### config.mk
export PLATFORM = sky130hd
export DESIGN_NAME = pwm_frequency_duty_meter_unit
export DESIGN_NICKNAME = d
export VERILOG_FILES = /design/src/rtl/core/pfdm_pkg.sv /design/src/rtl/core/pwm_frequency_duty_meter_unit.sv /design/src/rtl/core/pfdm_front.sv /design/src/rtl/core/pfdm_queue.sv /design/src/rtl/core/pfdm_back.sv
export SDC_FILE = /design/constraint.sdc
export NUM_CORES = 1
export LEC_CHECK = 0
export BUFFER_PORTS_ARGS = -buffer_cell sky130_fd_sc_hd__buf_2
export CORE_MARGIN = 8
export CORE_UTILIZATION = 55
export DETAILED_ROUTE_END_ITERATION = 7
export GPL_ROUTABILITY_DRIVEN = 0
export MAX_ROUTING_LAYER = met4
export PLACE_DENSITY = 0.84
export SETUP_SLACK_MARGIN = 0.02
export SLEW_MARGIN = 40
export SYNTH_ARGS = -nofsm -noshare
export SYNTH_HDL_FRONTEND = slang
export SYNTH_SLANG_ARGS = --single-unit
### constraint.sdc
create_clock -name clk_i -period 15.5 [get_ports clk_i]
set_input_delay 3.1 -clock clk_i [delete_from_list [all_inputs] [get_ports clk_i]]
set_output_delay 3.1 -clock clk_i [all_outputs]
set_load 0.005 [all_outputs]
### src/rtl/core/pfdm_pkg.sv
// Package: widths, constants and queue entry type for the PWM frequency and duty meter.
`timescale 1ns / 1ps

package pfdm_pkg;

  localparam int CntW       = 20;
  localparam int WindowW    = 20;
  localparam int FreqW      = 19;
  localparam int DutyW      = 10;
  localparam int ProdW      = CntW + DutyW;
  localparam int CmpW       = (CntW > WindowW) ? CntW : WindowW;
  localparam int FreqCmpW   = (CntW > FreqW) ? CntW : FreqW;
  localparam int QueueDepth = 2;
  localparam int PtrW       = $clog2(QueueDepth);
  localparam int QCntW      = $clog2(QueueDepth + 1);
  localparam int StepW      = $clog2(DutyW);

  localparam logic [WindowW-1:0] WindowReset   = WindowW'(50000);
  localparam logic [CntW-1:0]    CntMax        = {CntW{1'b1}};
  localparam logic [FreqW-1:0]   FreqMax       = {FreqW{1'b1}};
  localparam logic [DutyW-1:0]   PermilleScale = DutyW'(1000);

  typedef struct packed {
    logic [FreqW-1:0] freq;
    logic [CntW-1:0]  high;
    logic [CntW-1:0]  samples;
  } window_t;

endpackage

### src/rtl/core/pwm_frequency_duty_meter_unit.sv
// Top level: PWM frequency and duty-cycle meter.
`timescale 1ns / 1ps

// Usage:
//   Input queue side: drive pin_level_i with push; a sample transfers at a
//   clock edge with push high and full low. One sample per clock is taken while full is low.
//   Result queue side: while empty is low, frequency_o and duty_permille_o
//   hold the oldest result; it transfers at an edge with pop high.
//   A result is produced for the sample that closes a window of
//   window_samples samples (zero acts as one).
//   cfg_we_i/cfg_wdata_i write window_samples; write only while idle.
// Result path: the closing window is queued, dequeued, multiplied by 1000
//   and divided in 10 restoring-division steps.
// Flow: one sample per cycle while full is low; the back divider takes a
//   new window only after the previous result is popped. A two-entry
//   window queue lets the front keep sampling while the back part works.
// Reset: window_samples returns to 50000, counters and previous level clear,
//   queue and result register empty.
// Stall: when pop is held low the result stays; the front keeps sampling
//   until two closed windows are queued, then full rises.

module pwm_frequency_duty_meter_unit (
  input  logic                        clk_i,
  input  logic                        rst_ni,
  input  logic                        cfg_we_i,
  input  logic [pfdm_pkg::WindowW-1:0] cfg_wdata_i,
  input  logic                        push,
  output logic                        full,
  input  logic                        pin_level_i,
  output logic                        empty,
  input  logic                        pop,
  output logic [pfdm_pkg::FreqW-1:0]  frequency_o,
  output logic [pfdm_pkg::DutyW-1:0]  duty_permille_o
);
  import pfdm_pkg::*;

  logic    sample_valid;
  logic    win_valid;
  window_t win_wr, win_rd;
  logic    q_empty, q_pop;

  assign sample_valid = push && !full;

  pfdm_front u_front (
    .clk_i          (clk_i),
    .rst_ni         (rst_ni),
    .cfg_we_i       (cfg_we_i),
    .cfg_wdata_i    (cfg_wdata_i),
    .sample_valid_i (sample_valid),
    .pin_level_i    (pin_level_i),
    .win_valid_o    (win_valid),
    .win_o          (win_wr)
  );

  pfdm_queue u_queue (
    .clk_i     (clk_i),
    .rst_ni    (rst_ni),
    .wr_en_i   (win_valid),
    .wr_data_i (win_wr),
    .full_o    (full),
    .rd_en_i   (q_pop),
    .empty_o   (q_empty),
    .rd_data_o (win_rd)
  );

  pfdm_back u_back (
    .clk_i           (clk_i),
    .rst_ni          (rst_ni),
    .win_empty_i     (q_empty),
    .win_i           (win_rd),
    .win_pop_o       (q_pop),
    .empty           (empty),
    .pop             (pop),
    .frequency_o     (frequency_o),
    .duty_permille_o (duty_permille_o)
  );

endmodule

### src/rtl/core/pfdm_front.sv
// Front part: sample counting, window close detection and frequency saturation.
`timescale 1ns / 1ps

module pfdm_front (
  input  logic                          clk_i,
  input  logic                          rst_ni,
  input  logic                          cfg_we_i,
  input  logic [pfdm_pkg::WindowW-1:0]  cfg_wdata_i,
  input  logic                          sample_valid_i,
  input  logic                          pin_level_i,
  output logic                          win_valid_o,
  output pfdm_pkg::window_t             win_o
);
  import pfdm_pkg::*;

  logic [WindowW-1:0] window_q;
  logic               prev_q;
  logic [CntW-1:0]    samples_q, samples_d;
  logic [CntW-1:0]    high_q, high_d;
  logic [CntW-1:0]    chg_q, chg_d;
  logic               close;
  logic [FreqCmpW-1:0] freq_wide;

  always_comb begin
    samples_d = samples_q + CntW'(1);
    high_d    = high_q + CntW'(pin_level_i);
    chg_d     = chg_q + CntW'(pin_level_i ^ prev_q);
    close     = (CmpW'(samples_d) >= CmpW'(window_q)) || (samples_d == CntMax);
    freq_wide = FreqCmpW'(chg_d >> 1);
  end

  assign win_valid_o  = sample_valid_i && close;
  assign win_o.high    = high_d;
  assign win_o.samples = samples_d;
  assign win_o.freq    = (freq_wide > FreqCmpW'(FreqMax)) ? FreqMax : FreqW'(freq_wide);

  always_ff @(posedge clk_i or negedge rst_ni) begin
    if (!rst_ni) begin
      window_q  <= WindowReset;
      prev_q    <= 1'b0;
      samples_q <= '0;
      high_q    <= '0;
      chg_q     <= '0;
    end else begin
      if (cfg_we_i) begin
        window_q <= cfg_wdata_i;
      end
      if (sample_valid_i) begin
        prev_q <= pin_level_i;
        if (close) begin
          samples_q <= '0;
          high_q    <= '0;
          chg_q     <= '0;
        end else begin
          samples_q <= samples_d;
          high_q    <= high_d;
          chg_q     <= chg_d;
        end
      end
    end
  end

  a_close_clears: assert property (@(posedge clk_i) disable iff (!rst_ni)
    win_valid_o |=> (samples_q == '0) && (high_q == '0) && (chg_q == '0))
    else $error("counters not cleared after window close");

  a_high_le_samples: assert property (@(posedge clk_i) disable iff (!rst_ni)
    (high_q <= samples_q) && (chg_q <= samples_q))
    else $error("counter ordering violated");

endmodule

### src/rtl/core/pfdm_queue.sv
// Short queue of closed windows between front and back parts.
`timescale 1ns / 1ps

module pfdm_queue (
  input  logic                clk_i,
  input  logic                rst_ni,
  input  logic                wr_en_i,
  input  pfdm_pkg::window_t   wr_data_i,
  output logic                full_o,
  input  logic                rd_en_i,
  output logic                empty_o,
  output pfdm_pkg::window_t   rd_data_o
);
  import pfdm_pkg::*;

  window_t           mem_q [QueueDepth];
  logic [PtrW-1:0]   wptr_q, rptr_q;
  logic [QCntW-1:0]  count_q;
  logic              do_wr, do_rd;

  assign full_o    = (count_q == QCntW'(QueueDepth));
  assign empty_o   = (count_q == '0);
  assign do_wr     = wr_en_i && !full_o;
  assign do_rd     = rd_en_i && !empty_o;
  assign rd_data_o = mem_q[rptr_q];

  always_ff @(posedge clk_i) begin
    if (do_wr) begin
      mem_q[wptr_q] <= wr_data_i;
    end
  end

  always_ff @(posedge clk_i or negedge rst_ni) begin
    if (!rst_ni) begin
      wptr_q  <= '0;
      rptr_q  <= '0;
      count_q <= '0;
    end else begin
      if (do_wr) begin
        wptr_q <= (wptr_q == PtrW'(QueueDepth - 1)) ? '0 : wptr_q + PtrW'(1);
      end
      if (do_rd) begin
        rptr_q <= (rptr_q == PtrW'(QueueDepth - 1)) ? '0 : rptr_q + PtrW'(1);
      end
      if (do_wr && !do_rd) begin
        count_q <= count_q + QCntW'(1);
      end else if (do_rd && !do_wr) begin
        count_q <= count_q - QCntW'(1);
      end
    end
  end

  a_count_bound: assert property (@(posedge clk_i) disable iff (!rst_ni)
    count_q <= QCntW'(QueueDepth))
    else $error("queue count out of range");

  a_push_counts: assert property (@(posedge clk_i) disable iff (!rst_ni)
    (do_wr && !do_rd) |=> count_q == $past(count_q) + QCntW'(1))
    else $error("queue transfer lost");

endmodule

### src/rtl/core/pfdm_back.sv
// Back part: duty computation by a single restoring divider and the result register.
`timescale 1ns / 1ps

module pfdm_back (
  input  logic                        clk_i,
  input  logic                        rst_ni,
  input  logic                        win_empty_i,
  input  pfdm_pkg::window_t           win_i,
  output logic                        win_pop_o,
  output logic                        empty,
  input  logic                        pop,
  output logic [pfdm_pkg::FreqW-1:0]  frequency_o,
  output logic [pfdm_pkg::DutyW-1:0]  duty_permille_o
);
  import pfdm_pkg::*;

  typedef enum logic [1:0] {
    S_IDLE,
    S_MUL,
    S_DIV,
    S_HOLD
  } state_e;

  state_e            state_q;
  logic [FreqW-1:0]  freq_q;
  logic [CntW-1:0]   high_q;
  logic [CntW-1:0]   samples_q;
  logic [ProdW-1:0]  rem_q, dsh_q;
  logic [DutyW-1:0]  quo_q;
  logic [StepW-1:0]  step_q;
  logic              ge;

  assign win_pop_o       = (state_q == S_IDLE) && !win_empty_i;
  assign empty           = (state_q != S_HOLD);
  assign frequency_o     = freq_q;
  assign duty_permille_o = quo_q;
  assign ge              = (rem_q >= dsh_q);

  always_ff @(posedge clk_i or negedge rst_ni) begin
    if (!rst_ni) begin
      state_q   <= S_IDLE;
      step_q    <= '0;
      freq_q    <= '0;
      high_q    <= '0;
      samples_q <= '0;
      rem_q     <= '0;
      dsh_q     <= '0;
      quo_q     <= '0;
    end else begin
      unique case (state_q)
        S_IDLE: begin
          if (!win_empty_i) begin
            freq_q    <= win_i.freq;
            high_q    <= win_i.high;
            samples_q <= win_i.samples;
            state_q   <= S_MUL;
          end
        end
        S_MUL: begin
          rem_q   <= ProdW'(high_q) * ProdW'(PermilleScale);
          dsh_q   <= ProdW'(samples_q) << (DutyW - 1);
          step_q  <= StepW'(DutyW - 1);
          quo_q   <= '0;
          state_q <= S_DIV;
        end
        S_DIV: begin
          if (ge) begin
            rem_q <= rem_q - dsh_q;
          end
          quo_q <= {quo_q[DutyW-2:0], ge};
          dsh_q <= dsh_q >> 1;
          if (step_q == '0) begin
            state_q <= S_HOLD;
          end else begin
            step_q <= step_q - StepW'(1);
          end
        end
        S_HOLD: begin
          if (pop) begin
            state_q <= S_IDLE;
          end
        end
        default: state_q <= S_IDLE;
      endcase
    end
  end

  a_duty_range: assert property (@(posedge clk_i) disable iff (!rst_ni)
    !empty |-> duty_permille_o <= PermilleScale)
    else $error("duty out of range");

  a_hold_from_div: assert property (@(posedge clk_i) disable iff (!rst_ni)
    $rose(state_q == S_HOLD) |-> $past(state_q == S_DIV) && $past(step_q == '0))
    else $error("result shown before division finished");

endmodule

==> run summary, run 1 <==
The worst min-delay path category is reg -> reg. The count of input and output buffers came out at 56. Measured along the x axis, the die boundary spans 206.9 um. Leaving out fill and tap cells, the most frequent cell in the layout is sky130_fd_sc_hd__nand2_1.

The netlist area before placement is 20040 um2. Counting flops per register, the top entry is u_queue.mem_q. The floorplan step defined a die boundary enclosing 42800 um2. The buffer count from post-CTS setup fixing came out at 0.

The final critical-path share of the clock period is 0.3331. The number of antenna violations at the first check in global routing came out at 0. The H-tree generated during clock tree synthesis spans 2 levels. The insertion delay of the later-clocked pin in the worst-skew pair came out at 540 ps. The filler cell count in the final layout is 2843.

The number of iterations in the first detailed-routing pass is 5. In the global route stage, met3 resource usage came out at 0.02700. The time the worst path needs with I/O delays and setup came out at 5163 ps. The vertical die dimension is 206.9 um.

The number of synthesized register bits is 337. For this configuration, the core starts out at a cell density of 0.5527. The dominant delay contributor by cell family on the critical path is adder cells. The first routing iteration left 1040 violations. In the layout the commonest cells are sky130_fd_sc_hd__nand2_1, sky130_fd_sc_hd__dfrtp_1, sky130_fd_sc_hd__inv_1. The maximum single-stage delay on the critical path is 600 ps. The maximum number of pins on one net before global-route repair came out at 93.

TritonCTS built the clock tree. For this design, the slowest cell found on the critical path is sky130_fd_sc_hd__fa_1. The critical path is of the reg -> reg type. The transition at the pin with the smallest max-transition slack came out at 787.9 ps. With fillers left out, the area of the finished cells amounts to 21920 um2.

The required time of the worst setup path came out at 15920 ps. The number of ports placed on the die boundary is 57. The number of distinct library cells after synthesis came out at 79. Clock tree synthesis selected as its root buffer the cell sky130_fd_sc_hd__clkbuf_16. Gates resized during post-CTS repair numbered 0. The signal on the critical path passes through inv_1, fa_1, fa_1, fa_1, fa_1, inv_1, ha_1, a21oi_1, o21ai_0, or3_1, o21ai_0, o31ai_1, xnor2_1, nor2_1, o22a_1. Setup repair after global routing left no endpoint under its margin. Dividing the detail-routed via count by the number of cells gives 5.790. The worst setup path is launched from a flip-flop. The run finished with clean final reports. For this run, the share of the core covered by cells in the final layout is 0.6047. The global-route wire length before repair is 70790 um. The clock passes through at most 3 buffers. The placed instance area came out at 20680 um2. Max-cap violations in this run came to 0.

The number of global-route vias before repair came to 14410. The endpoint arrival time on the critical path is 5580 ps. In this run the most used layer during global routing was met2. The average size of a mapped cell is 10.15 um2. The dominant register cell in the synthesized netlist is sky130_fd_sc_hd__dfrtp_1. The number of synthesis warnings is 0.

The met2 track demand over resource in global routing came out at 0.3437. The number of enable flip-flop cells after synthesis came out at 118. The count of endpoints failing hold in the final timing report came out at 0. For this block, the via count after detailed routing is 14400.

The count of hold-fix buffers inserted at cts is 0. The largest registers in the layout are u_queue.mem_q (118), u_back.rem_q (30), u_back.dsh_q (29). The region available for standard cell placement spans 36260 um2. After detailed routing, the number of remaining DRC violations is 0. The final setup skew is 18.75 ps. The number of sinks handled by clock tree synthesis is 337. The number of pins with negative max-slew slack in the final report is 0. The clock transition at the registers of the reported paths is 60 ps. The buffer and inverter count on the worst path is 2. After global routing the overflow that remains totals 0. For this run, the register share of the synthesized area comes to 0.4506. The number of instances in the synthesized netlist is 1975.

The average wire length per cell after detail routing is 16.97 um. By instance count, the cell type seen most on the critical path is sky130_fd_sc_hd__fa_1. The routing usage on met1 is 0.2661. Across every metal layer, demand over resource in global routing totals 0.2076. The final antenna-violating net count came out at 0.

The share of flip-flops with an asynchronous set or reset after synthesis came out at 0.6499. The post-detailed-routing wire length came out at 42200 um. The endpoint class of the critical path is a flip-flop. The count of inserted antenna diode cells came out at 0. The fraction of layout cells with a size suffix above 1 came out at 0.08073. Measured against its own limit, the worst slew margin works out to 0.4747. The synthesis-to-finish area growth is 9.403%. At the end of the flow, the number of nets in the layout was 2212.

The CTS buffer count came out at 37. The worst-case hold slack came out at 479.1 ps. The highest clock frequency the design can meet came out at 193.7 MHz. The maximum fanout along the worst path came out at 5. The aggregate negative setup slack is 0 ps. The count of endpoints failing setup in the final report is 0. The HPWL after detailed placement is 29140 um. The number of nets in the synthesized netlist came out at 2196. The initialized floorplan defines 70 standard-cell rows. The number of flip-flops under the largest register name came out at 118.
-- metrics by stage --
stage	setup slack, ps	std cells
detailed placement	9918	2420
CTS	10320	2487
floorplan	8725	1975
global route	10050	2487
global placement	9968	2419
finish	10340	2487
-- path summary, 6_finish.rpt --
kind	from	end	slack [ps]	depth (start not counted)
max in group asynchronous	rst_ni	u_queue.rptr_q$_DFFE_PN0P_	11190	3
worst max register to register	u_back.high_q[7]$_DFFE_PN0P_	u_back.rem_q[25]$_DFFE_PN0P_	10340	15
worst min-delay path	u_back.frequency_o[1]$_DFFE_PN0P_	u_back.frequency_o[1]$_DFFE_PN0P_	480	2
min in group asynchronous	rst_ni	u_back.duty_permille_o[3]$_DFFE_PN0P_	2530	1
worst max-delay path	u_back.high_q[7]$_DFFE_PN0P_	u_back.rem_q[25]$_DFFE_PN0P_	10340	15
worst min register to register	u_back.frequency_o[1]$_DFFE_PN0P_	u_back.frequency_o[1]$_DFFE_PN0P_	480	2
-- logic make-up (layout without fill, tap and decap cells) --
logic type | Yosys count | in the layout | share of synthesized area
buffers and inverters | 287 | 331 | 0.05656
xor gates and xnor gates | 104 | 104 | 0.04583
muxes | 93 | 93 | 0.04676
DFF | 337 | 337 | 0.4506
and+or+nand+nor | 516 | 516 | 0.1209
adders and majority gates | 195 | 195 | 0.1483
AOI/OAI and AO/OA | 443 | 443 | 0.1310
-- cell type report --
class	count	area, um2	share of cell area
multi-input combinational	1351	9923	0.4526
tap	468	585.6	0.02671
clock buffer	51	1040	0.04742
clock inverter	16	197.7	0.009017
inverter	195	732.0	0.03338
sequential	337	9035	0.4121
timing repair buffer	69	411.6	0.01878
-- Yosys cell counts, types with 5 or more instances --
cell type	n	share of area
sky130_fd_sc_hd__inv_1	195	0.037
sky130_fd_sc_hd__mux2i_1	88	0.044
sky130_fd_sc_hd__xnor2_1	60	0.026
sky130_fd_sc_hd__a211oi_1	9	0.0034
sky130_fd_sc_hd__o211ai_1	16	0.0060
sky130_fd_sc_hd__o21ai_0	185	0.046
sky130_fd_sc_hd__nand2b_1	11	0.0034
sky130_fd_sc_hd__xor2_1	43	0.019
sky130_fd_sc_hd__buf_2	10	0.0025
sky130_fd_sc_hd__o22ai_1	6	0.0019
sky130_fd_sc_hd__fa_1	71	0.071
sky130_fd_sc_hd__dfrtp_1	213	0.27
sky130_fd_sc_hd__nor2b_1	10	0.0031
sky130_fd_sc_hd__clkbuf_1	69	0.013
sky130_fd_sc_hd__a31oi_1	11	0.0034
sky130_fd_sc_hd__o21bai_1	7	0.0026
sky130_fd_sc_hd__a22o_1	11	0.0048
sky130_fd_sc_hd__ha_1	124	0.077
sky130_fd_sc_hd__o21ai_1	8	0.0020
sky130_fd_sc_hd__and3_1	27	0.0084
sky130_fd_sc_hd__nor4_1	5	0.0016
sky130_fd_sc_hd__mux2_2	5	0.0028
sky130_fd_sc_hd__a21o_1	29	0.011
sky130_fd_sc_hd__a211o_1	5	0.0022
sky130_fd_sc_hd__o21a_1	15	0.0056
sky130_fd_sc_hd__nand3_1	58	0.014
sky130_fd_sc_hd__nand2_1	226	0.042
sky130_fd_sc_hd__edfxtp_1	118	0.18
sky130_fd_sc_hd__dfstp_2	6	0.0079
sky130_fd_sc_hd__and4_1	5	0.0022
sky130_fd_sc_hd__nand4_1	14	0.0044
sky130_fd_sc_hd__o31ai_1	7	0.0026
sky130_fd_sc_hd__or3_1	10	0.0031
sky130_fd_sc_hd__a21oi_1	105	0.026
sky130_fd_sc_hd__nor3_1	15	0.0037
sky130_fd_sc_hd__nor2_1	104	0.019
-- worst register-to-register path, stage by stage, from the launching register on --
cell,delay (ps)
sky130_fd_sc_hd__dfrtp_1,430
sky130_fd_sc_hd__inv_1,180
sky130_fd_sc_hd__fa_1,600
sky130_fd_sc_hd__fa_1,440
sky130_fd_sc_hd__fa_1,490
sky130_fd_sc_hd__fa_1,510
sky130_fd_sc_hd__inv_1,40
sky130_fd_sc_hd__ha_1,360
sky130_fd_sc_hd__a21oi_1,230
sky130_fd_sc_hd__o21ai_0,210
sky130_fd_sc_hd__or3_1,370
sky130_fd_sc_hd__o21ai_0,440
sky130_fd_sc_hd__o31ai_1,140
sky130_fd_sc_hd__xnor2_1,340
sky130_fd_sc_hd__nor2_1,80
sky130_fd_sc_hd__o22a_1,180
-- routing by layer --
metal,vias to the layer above,part of all wire
li1,6856,-
met1,7035,0.43
met2,431,0.50
met3,78,0.050
met4,0,0.023
met5,-,0
Power of run 1 is left out: the tool's default activity adds up to more than one toggle a clock period on the data nets, which glitch-free logic cannot reach.
==> run 2, diff against run 1 <==
--- a/config.mk
+++ b/config.mk
@@ -5,6 +5,7 @@
 export SDC_FILE = /design/constraint.sdc
 export NUM_CORES = 1
 export LEC_CHECK = 0
+export ABC_AREA = 1
 export BUFFER_PORTS_ARGS = -buffer_cell sky130_fd_sc_hd__buf_2
 export CORE_MARGIN = 8
 export CORE_UTILIZATION = 55
==> constraint.sdc (replaced) <==
create_clock -name clk_i -period 5.1 [get_ports clk_i]
set_input_delay 1.02 -clock clk_i [delete_from_list [all_inputs] [get_ports clk_i]]
set_output_delay 1.02 -clock clk_i [all_outputs]
set_load 0.005 [all_outputs]
==> run 2 against run 1 <==
Largest cell class unchanged. Via count is 14% higher. Utilization is 0.24 points higher. Flip-flop and latch count stayed put. Synthesized area is 1.3% higher. Critical path type unchanged. Design area is 1.1% higher.
==> run summary, run 2 <==
Status: complete, no violations (unchanged). The worst-case hold slack came to 384.2 ps (was 479.1 ps). The number of synthesis warnings came out at 0 (unchanged). The maximum single-stage delay on the critical path is 520 ps (was 600 ps).

The clock transition at the registers of the reported paths is 60 ps (about the same). The average size of a mapped cell came out at 8.531 um2 (was 10.15 um2). The type of the worst setup path is reg -> reg (unchanged). The via density per instance is 5.671 (was 5.790). The final setup skew came to 18.67 ps (was 18.75 ps). The horizontal die dimension came out at 208.1 um (was 206.9 um).

The sequential element share of the synthesized area was 0.4448 (was 0.4506). The highest clock frequency the design can meet came out at 223.9 MHz (was 193.7 MHz). The top layer reached by signal wires was met4 (unchanged). The count of input and output buffers came to 56 (unchanged). The number of sinks handled by clock tree synthesis is 337 (unchanged). The number of flip-flops under the largest register name is 118 (unchanged). The number of enable flip-flop cells after synthesis is 118 (unchanged). The count of inserted antenna diode cells came to 0 (unchanged).

The aggregate negative setup slack came to 0 ps (unchanged). The worst min-delay path category is in -> async (was reg -> reg). The number of global-route vias before repair is 16520 (was 14410).

The worst-path cell with the longest stage delay is sky130_fd_sc_hd__fa_1 (unchanged). The count of endpoints failing setup in the final report came out at 0 (unchanged). The endpoint class of the critical path is a flip-flop (unchanged). The number of nets in the final layout was 2630 (was 2212).

The vertical die dimension came out at 208.1 um (was 206.9 um). The number of distinct library cells after synthesis came out at 41 (was 79). The buffer and inverter count on the worst path was 4 (was 2). The number of max-capacitance violations reported came out at 0 (unchanged). The CTS buffer count came to 35 (was 37). The number of nets in the synthesized netlist is 2601 (was 2196).

The largest register by flop count is u_queue.mem_q (unchanged). The routed length on met1 is 19370 um (was 18160 um). The number of instances in the synthesized netlist came out at 2380 (was 1975). The global-route wire length before repair came to 79130 um (was 70790 um).

Largest registers: u_queue.mem_q (118), u_back.rem_q (30), u_back.dsh_q (29) (unchanged). The insertion delay of the later-clocked pin in the worst-skew pair is 530 ps (was 540 ps). The count of hold-fix buffers inserted at cts came out at 0 (unchanged).

The dominant delay contributor by cell family on the critical path is adder cells (unchanged). The number of vias after detailed routing came out at 16460 (was 14400). The most common library cell in the layout ignoring fill and taps is sky130_fd_sc_hd__nand2_1 (unchanged). The number of ports placed on the die boundary is 57 (unchanged). The synthesis-to-finish area growth came to 9.201% (was 9.403%). The post-detailed-routing wire length came out at 46740 um (was 42200 um). The maximum fanout along the worst path came to 7 (was 5). The number of cells upsized or downsized after cts came out at 0 (unchanged).

The number of synthesized register bits is 337 (unchanged). Worst path cell trace: inv_1, fa_1, fa_1, inv_1, fa_1, inv_1, fa_1, inv_1, ha_1, a21oi_1, nor2_1, nor2_1, a21boi_0, nand2_1, or2_2, nand3_1, nand2_1, nand2_1, nand2_1 (was inv_1, fa_1, fa_1, fa_1, fa_1, inv_1, ha_1, a21oi_1, o21ai_0, or3_1, o21ai_0, o31ai_1, xnor2_1, nor2_1, o22a_1). The dominant cell type by area after synthesis is sky130_fd_sc_hd__dfrtp_1 (unchanged).

Top cells by count, synth: sky130_fd_sc_hd__nand2_1, sky130_fd_sc_hd__inv_1, sky130_fd_sc_hd__dfrtp_1 (was sky130_fd_sc_hd__nand2_1, sky130_fd_sc_hd__dfrtp_1, sky130_fd_sc_hd__inv_1). The TritonCTS clock tree was yes (unchanged). The netlist area before placement is 20300 um2 (was 20040 um2). The iteration-0 DRC count of the detailed router came out at 1723 (was 1040). The time the worst path needs with I/O delays and setup came out at 4467 ps (was 5163 ps). The area of the core was 36520 um2 (was 36260 um2). The maximum number of pins on one net before global-route repair came out at 93 (unchanged). The required time of the worst setup path is 5510 ps (was 15920 ps). The cell at the root of the clock tree is sky130_fd_sc_hd__clkbuf_16 (unchanged). The global-route total usage across every layer came out at 0.2213 (was 0.2076). The count of endpoints failing hold in the final timing report is 0 (unchanged). RSZ-0062 raised after global routing: false (unchanged). The worst slew margin relative to its limit is 0.4801 (was 0.4747). The depth of the most critical reg-to-reg path was 19 (was 15). The register-to-register setup slack came out at 630 ps (was 10340 ps). The initial cell density of the core is 0.5559 (was 0.5527). The number of levels in the clock H-tree is 2 (unchanged). The full die area came out at 43320 um2 (was 42800 um2). The met3 wire length came out at 2812 um (was 2095 um). The final antenna-violating net count is 0 (unchanged). The number of cells in the design after placement came out at 2840 (was 2420).

The most common cell in the synthesized netlist is sky130_fd_sc_hd__nand2_1 (unchanged). The share of flip-flops with an asynchronous set or reset after synthesis came out at 0.6499 (unchanged). The number of buffers between clock root and the deepest sink is 3 (unchanged).

The remaining routing DRC violations is 0 (unchanged). The number of antenna violations at the first check in global routing is 0 (unchanged). The fraction of layout cells with a size suffix above 1 came out at 0.06656 (was 0.08073).

The non-filler instance count after layout is 2902 (was 2487). The cell row count came out at 70 (unchanged). The post-route core utilization came out at 0.6071 (was 0.6047). Top cells by area, synth: sky130_fd_sc_hd__dfrtp_1, sky130_fd_sc_hd__edfxtp_1, sky130_fd_sc_hd__nand2_1 (was sky130_fd_sc_hd__dfrtp_1, sky130_fd_sc_hd__edfxtp_1, sky130_fd_sc_hd__ha_1). The number of pins with negative max-slew slack in the final report is 0 (unchanged). The destination of the worst register-to-register timing path is u_back.rem_q[24]$_DFFE_PN0P_ (was u_back.rem_q[25]$_DFFE_PN0P_).

The startpoint of the worst register-to-register path is u_back.high_q[13]$_DFFE_PN0P_ (was u_back.high_q[7]$_DFFE_PN0P_). The type of origin of the critical path was a flip-flop (unchanged). The routed wire length on met2 is 23070 um (was 20970 um). The transition at the pin with the smallest max-transition slack is 779.9 ps (was 787.9 ps). The sum of overflow across all layers after global routing is 0 (unchanged). Most frequent cells in the layout: sky130_fd_sc_hd__nand2_1, sky130_fd_sc_hd__inv_1, sky130_fd_sc_hd__dfrtp_1 (was sky130_fd_sc_hd__nand2_1, sky130_fd_sc_hd__dfrtp_1, sky130_fd_sc_hd__inv_1). The final critical-path share of the clock period came out at 0.8758 (was 0.3331).

The area share of the largest cell type after synthesis came out at 0.2625 (was 0.2660). The average wire length per cell after detail routing came out at 16.11 um (was 16.97 um). The endpoint arrival time on the critical path is 4880 ps (was 5580 ps). The buffer count from post-CTS setup fixing is 0 (unchanged).

The HPWL after detailed placement is 33280 um (was 29140 um). The dominant register cell in the synthesized netlist is sky130_fd_sc_hd__dfrtp_1 (unchanged). The number of iterations in the first detailed-routing pass came to 5 (unchanged).
==> run 2: worst max-delay path by stage <==
| stage | from | endpoint | cells after the start |
|---|---|---|---|
| floorplan | u_front.samples_q[0]$_DFFE_PN0P_ | u_queue.mem_q[1][0]$_DFFE_PP_ | 17 |
| global placement | u_back.high_q[13]$_DFFE_PN0P_ | u_back.rem_q[24]$_DFFE_PN0P_ | 19 |
| detailed placement | u_back.high_q[13]$_DFFE_PN0P_ | u_back.rem_q[24]$_DFFE_PN0P_ | 19 |
| CTS | u_back.high_q[13]$_DFFE_PN0P_ | u_back.rem_q[24]$_DFFE_PN0P_ | 19 |
| global route | u_back.high_q[13]$_DFFE_PN0P_ | u_back.rem_q[24]$_DFFE_PN0P_ | 19 |
| finish | u_back.high_q[13]$_DFFE_PN0P_ | u_back.rem_q[24]$_DFFE_PN0P_ | 19 |
==> run 2: area by class of cell <==
| cell class | instances | area, um2 |
|---|---|---|
| clock buffers | 47 | 960.9 |
| clock inverters | 15 | 161.4 |
| fillers | 2795 | 14350 |
| inverters | 324 | 1219 |
| multi-input cells | 1640 | 9761 |
| flip-flops and latches | 337 | 9032 |
| well taps | 468 | 585.6 |
| repair buffers | 71 | 451.7 |
==> run 2: kinds of logic (layout without fill, tap and decap cells) <==
group,after synthesis,count (layout),synth area share
adder cells (fa/ha/maj),195,195,0.1464
XOR/XNOR,50,50,0.02157
multiplexers,1,1,0.0005546
flip-flops,337,337,0.4448
buffers and inverters,403,457,0.07629
AND/OR/NAND/NOR,1013,1013,0.2060
AO/OA/AOI/OAI,381,381,0.1043
==> run 2: per-layer routing <==
layer / up-vias / global-route usage
met4: 0 / 0.07856
met1: 7862 / 0.2689
met2: 607 / 0.3766
li1: 7859 / -
met3: 130 / 0.03036
met5: - / -
==> run 2: through the flow <==
stage	setup slack [ps]	area, um2
global route	265.6	22170
global placement	731.3	21010
finish	633.2	22170
detailed placement	636.4	21050
CTS	639.6	22170
floorplan	27.15	20300
Power of run 2 is left out for the same reason.
